--- src/hw/rtl/sci_pkg.sv ---
// Package: sizes, state encoding and payload types of the setpoint curve interpolator
package sci_pkg;
	localparam int NumCurves = 16;
	localparam int MaxPoints = 16;
	localparam int CurveW = 4;
	localparam int PointW = 4;
	localparam int CountW = 5;
	localparam int AddrW = CurveW + PointW;
	localparam int DataW = 32;
	localparam int DivW = 64;

	localparam logic REQ_LOAD = 1'b0;
	localparam logic REQ_QUERY = 1'b1;
	localparam logic ST_OK = 1'b0;
	localparam logic ST_EMPTY = 1'b1;

	typedef struct packed {
		logic              req_type;
		logic [3:0]        table_id;
		logic [3:0]        point_index;
		logic signed [31:0] x_value;
		logic signed [31:0] upper_value;
		logic signed [31:0] lower_value;
	} req_t;

	typedef struct packed {
		logic signed [31:0] upper_result;
		logic signed [31:0] lower_result;
		logic               status;
	} rsp_t;

	typedef enum logic [3:0] {
		S_IDLE, S_RD, S_CMP, S_HOLD, S_MUL, S_DIV, S_FIN, S_OUT
	} state_t;

	typedef struct packed {
		logic start;
		logic [DivW-1:0] num;
		logic [DataW-1:0] den;
	} div_req_t;
endpackage

--- src/hw/rtl/sci_div.sv ---
// Module: restoring serial divider, one quotient bit per cycle
module sci_div (
	input  logic clk,
	input  logic arst_n,
	input  sci_pkg::div_req_t req,
	output logic done,
	output logic [sci_pkg::DivW-1:0] quot
);
	import sci_pkg::*;
	logic [DivW-1:0] q_q;
	logic [DataW:0] rem_q;
	logic [DataW-1:0] den_q;
	logic [6:0] cnt_q;
	logic busy_q;
	logic [DataW:0] trial;
	logic [DataW+1:0] sh;

	assign sh = {rem_q, q_q[DivW-1]};
	assign trial = sh[DataW:0] - {1'b0, den_q};

	always_ff @(posedge clk or negedge arst_n) begin
		if (!arst_n) begin
			busy_q <= 1'b0;
			cnt_q <= '0;
			done <= 1'b0;
		end else begin
			done <= 1'b0;
			if (req.start) begin
				busy_q <= 1'b1;
				cnt_q <= 7'(DivW);
			end else if (busy_q) begin
				cnt_q <= cnt_q - 7'd1;
				if (cnt_q == 7'd1) begin
					busy_q <= 1'b0;
					done <= 1'b1;
				end
			end
		end
	end

	always_ff @(posedge clk) begin
		if (req.start) begin
			q_q <= req.num;
			rem_q <= '0;
			den_q <= req.den;
		end else if (busy_q) begin
			if (!trial[DataW]) begin
				rem_q <= trial;
				q_q <= {q_q[DivW-2:0], 1'b1};
			end else begin
				rem_q <= sh[DataW:0];
				q_q <= {q_q[DivW-2:0], 1'b0};
			end
		end
	end

	assign quot = q_q;
endmodule
--- config.mk ---
export PLATFORM = sky130hd
export DESIGN_NAME = sci_div
export DESIGN_NICKNAME = d
export VERILOG_FILES = /design/src/hw/rtl/sci_pkg.sv /design/src/hw/rtl/sci_div.sv
export SDC_FILE = /design/constraint.sdc
export NUM_CORES = 1
export LEC_CHECK = 0
export ABC_AREA = 1
export BUFFER_PORTS_ARGS = -buffer_cell sky130_fd_sc_hd__buf_2
export CAP_MARGIN = 10
export CORE_MARGIN = 3
export CORE_UTILIZATION = 40
export DETAILED_ROUTE_END_ITERATION = 10
export PLACE_DENSITY = 0.61
export SLEW_MARGIN = 30
export SYNTH_ARGS = -nofsm -noshare
export SYNTH_HDL_FRONTEND = slang
export SYNTH_SLANG_ARGS = --single-unit
--- constraint.sdc ---
create_clock -name clk -period 2.3 [get_ports clk]
set_clock_uncertainty 0.15 [all_clocks]
set_input_delay 0.46 -clock clk [delete_from_list [all_inputs] [get_ports clk]]
set_output_delay 0.46 -clock clk [all_outputs]
set_load 0.02 [all_outputs]
==> results.py <==
metrics = {
    "critical_path": {
        "crit_required_ns": 2.48,
        "worstPathArrival_ns": 2.59,
        "critPathKind": "reg -> reg",
        "worstReg2RegEnd": "rem_q[18]$_SDFFE_PP0P_",
        "cp_max_fo": 8,
        "r2r-start": "den_q[0]$_DFFE_PP_",
        "end_kind": "register",
        "worstRegToRegCells": 17,
        "reg2reg_slack_ns": -0.11,
        "crit_path_start_kind": "register",
    },
    "min_path": {
        "min_to": "den_q[30]$_DFFE_PP_",
        "min_path_type": "in -> reg",
        "hold_depth": 1,
        "hold_start": "req[30]",
    },
    "synthesis": {
        "yosys-top-cells-count": "558 x nand2_1, 215 x inv_1, 96 x edfxtp_1",
        "synth.area.top_cells": "edfxtp_1 35%, nand2_1 25%, inv_1 9.7%, dfxtp_1 7.7%, ha_1 5.1%",
        "synthFlopType": "edfxtp_1",
        "synth-edff-count": 96,
        "synth_top_area_share_pct": 34.6,
        "async_flop_share_pct": 6.57,
        "synth_fp_nets": 1312,
        "syn-instance-count": 1178,
        "yosysMostFrequentCell": "nand2_1",
        "ys_ff_latch": 137,
        "synth_top_cell_by_area": "edfxtp_1",
        "seq_area_frac_synth_pct": 45.0,
        "ys_types": 34,
        "ys.warnings.count": 0,
        "syn_area_sq_mm": 0.00834,
        "avgSynthCellArea_sq_um": 7.08,
    },
    "cells_and_area": {
        "nNetsFinal": 1536,
        "seq_area_sq_mm": 0.00375,
        "multiInputGateArea_sq_mm": 0.00393,
        "final_core_util_pct": 53.8,
        "fillers": 1953,
        "stdcell_count": 1686,
        "final_layout_size_suffix_gt1_share_pct": 24.0,
        "syn2layout_area_growth_pct": 31.4,
    },
    "status": {
        "violations": "negative setup slack",
        "outcome": "finished with violations",
    },
    "clock_tree": {
        "htreeDepth": 4,
        "clk_path_buf_depth": 2,
        "clockRootBuffer": "clkbuf_16",
        "clkTransAtPathRegs_ns": 0.07,
        "clock_latency_ns": 0.43,
        "cts_tree": "built",
        "cts_sinks": 137,
        "numCtsBuffers": 17,
    },
    "sta": {
        "fmax_ghz": 0.415,
        "worst_pin_slew_ns": 0.492,
        "relSlewSlack_pct": 66.9,
        "hold_slack_ns": 0.0439,
        "finalWorstSetupSlack_ns": -0.112,
        "rsz0062_at_grt": "true",
        "fin_crit_sh_pct": 105,
        "hold_violations": 0,
        "final_max_slew_viol_count": 0,
        "final.min_clock_period_ns": 2.41,
        "finalSetupViolCount": 33,
    },
    "pwr": {
        "p_leak_nw": 6.05,
        "ir_drop_uv": 627,
        "p_per_area_mw_per_mm2": 1220,
        "p_total_mw": 13.3,
    },
    "grt": {
        "grt_overflow": 0,
        "antenna_found_initial": 3,
        "grt_usage_pct": 19.6,
        "grt_pass1_vias": 7459,
        "grt_pass1_wl_mm": 35.4,
        "grt_max_degree": 81,
    },
    "placed_design": {
        "gp_congestion": 0.912,
        "io_buffers": 163,
        "dp_hpwl_mm": 16.0,
        "place_inst": 1639,
    },
    "floorplanning": {
        "io_pins": 164,
        "die_h_microns": 150,
        "start_util_pct": 40.9,
        "die-area_sq_mm": 0.0226,
        "die_x_microns": 150,
        "core_area_sq_mm": 0.0204,
        "fp-row-count": 52,
    },
    "routing": {
        "wl_per_cell_microns": 13.0,
        "vias_per_cell": 4.54,
        "dr.pass1.iters": 5,
        "wirelength_mm": 21.9,
        "first_iter_violations": 356,
        "routed-via-count": 7656,
        "ant_nets": 0,
        "route.detailed.drc": 0,
    },
    "run": {
        "max-cap-violations": 0,
    },
}
[final cells by class]
cell class	count	share of cell area, %
timing repair buffer	231	13.6
antenna	1	0.0228
clock inverter	15	1.84
tap	270	3.08
sequential	137	34.2
inverter	218	7.50
multi-input combinational	797	35.8
clock buffer	17	3.88
[registers in the layout, indices dropped and copies added, names as in the netlist]
name and count:
quot 64, den_q 32, rem_q 32, cnt_q 7, busy_q 1, done 1
[cells by family after synthesis]
| group | Yosys count | synth area share, % |
|---|---|---|
| DFF | 137 | 45.0 |
| adders and majority gates | 35 | 5.34 |
| xor gates and xnor gates | 15 | 1.58 |
| AOI/OAI and AO/OA | 36 | 2.27 |
| and+or+nand+nor | 711 | 34.4 |
| buffers and inverters | 244 | 11.4 |
[report_power, final]
part | internal, mW | leakage (nW) | switching (mW)
registers | 3.17 | 1.38 | 0.338
logic | 2.93 | 4.36 | 4.00
clock network | 1.58 | 0.302 | 1.31
[routing by layer]
| metal | track usage [%] | part of all wire (%) |
|---|---|---|
| met5 | 0 | 0.16 |
| met4 | 5.90 | 1.7 |
| met3 | 6.41 | 6.6 |
| met2 | 32.7 | 47 |
| met1 | 24.3 | 45 |
[critical path, cell delays in order (launching register included)]
cell	delay, ns
edfxtp_1	0.41
ha_4	0.19
fa_2	0.40
inv_2	0.08
nand2_2	0.05
nand2_2	0.06
nand3_2	0.06
nand2_2	0.08
nand2_2	0.05
nand2_2	0.08
nand2_4	0.07
nand2_4	0.09
nand2_4	0.07
nand2_8	0.14
buf_16	0.17
nand2_4	0.05
nand3_2	0.06
nand2_1	0.05
[cells in the final DEF (no fill, tap or decap), types with 26 or more instances in the layout]
cell	Yosys	routed
nand2_1	558	529
inv_1	215	212
buf_2	0	162
edfxtp_1	96	96
buf_4	0	56
nand3_1	63	51
nor2_1	47	40
ha_1	34	32
dfxtp_1	32	32
nand2_2	7	26
[stage by stage]
| step | setup WS (ns) | area, sq um | setup TNS (ns) |
|---|---|---|---|
| final | -0.112 | 11000 | -2.85 |
| after floorplan | -0.150 | 8360 | -3.18 |
| after global routing | -0.235 | 11000 | -7.01 |
| after CTS | -0.0997 | 10700 | -2.11 |
| after detailed placement | -0.0826 | 9880 | -1.98 |
| after global placement | 0.0203 | 9880 | 0 |
[worst max path at each step]
stage,from,to
finish,den_q[0]$_DFFE_PP_,rem_q[18]$_SDFFE_PP0P_
global route,quot[63]$_DFFE_PP_,rem_q[18]$_SDFFE_PP0P_
CTS,den_q[0]$_DFFE_PP_,quot[0]$_DFFE_PP_
detailed placement,quot[63]$_DFFE_PP_,rem_q[17]$_SDFFE_PP0P_
global placement,den_q[19]$_DFFE_PP_,rem_q[13]$_SDFFE_PP0P_
floorplan,quot[63]$_DFFE_PP_,quot[0]$_DFFE_PP_
[repair_timing]
action	in CTS	in global routing
gates resized for setup	36	40
pin swaps	4	18
hold buffers	1	0
setup endpoints to repair	31	33
setup buffers	9	2
gates cloned	1	2
endpoints found under the hold margin	9	0
No activity file was read; power rests on OpenSTA's default activity.
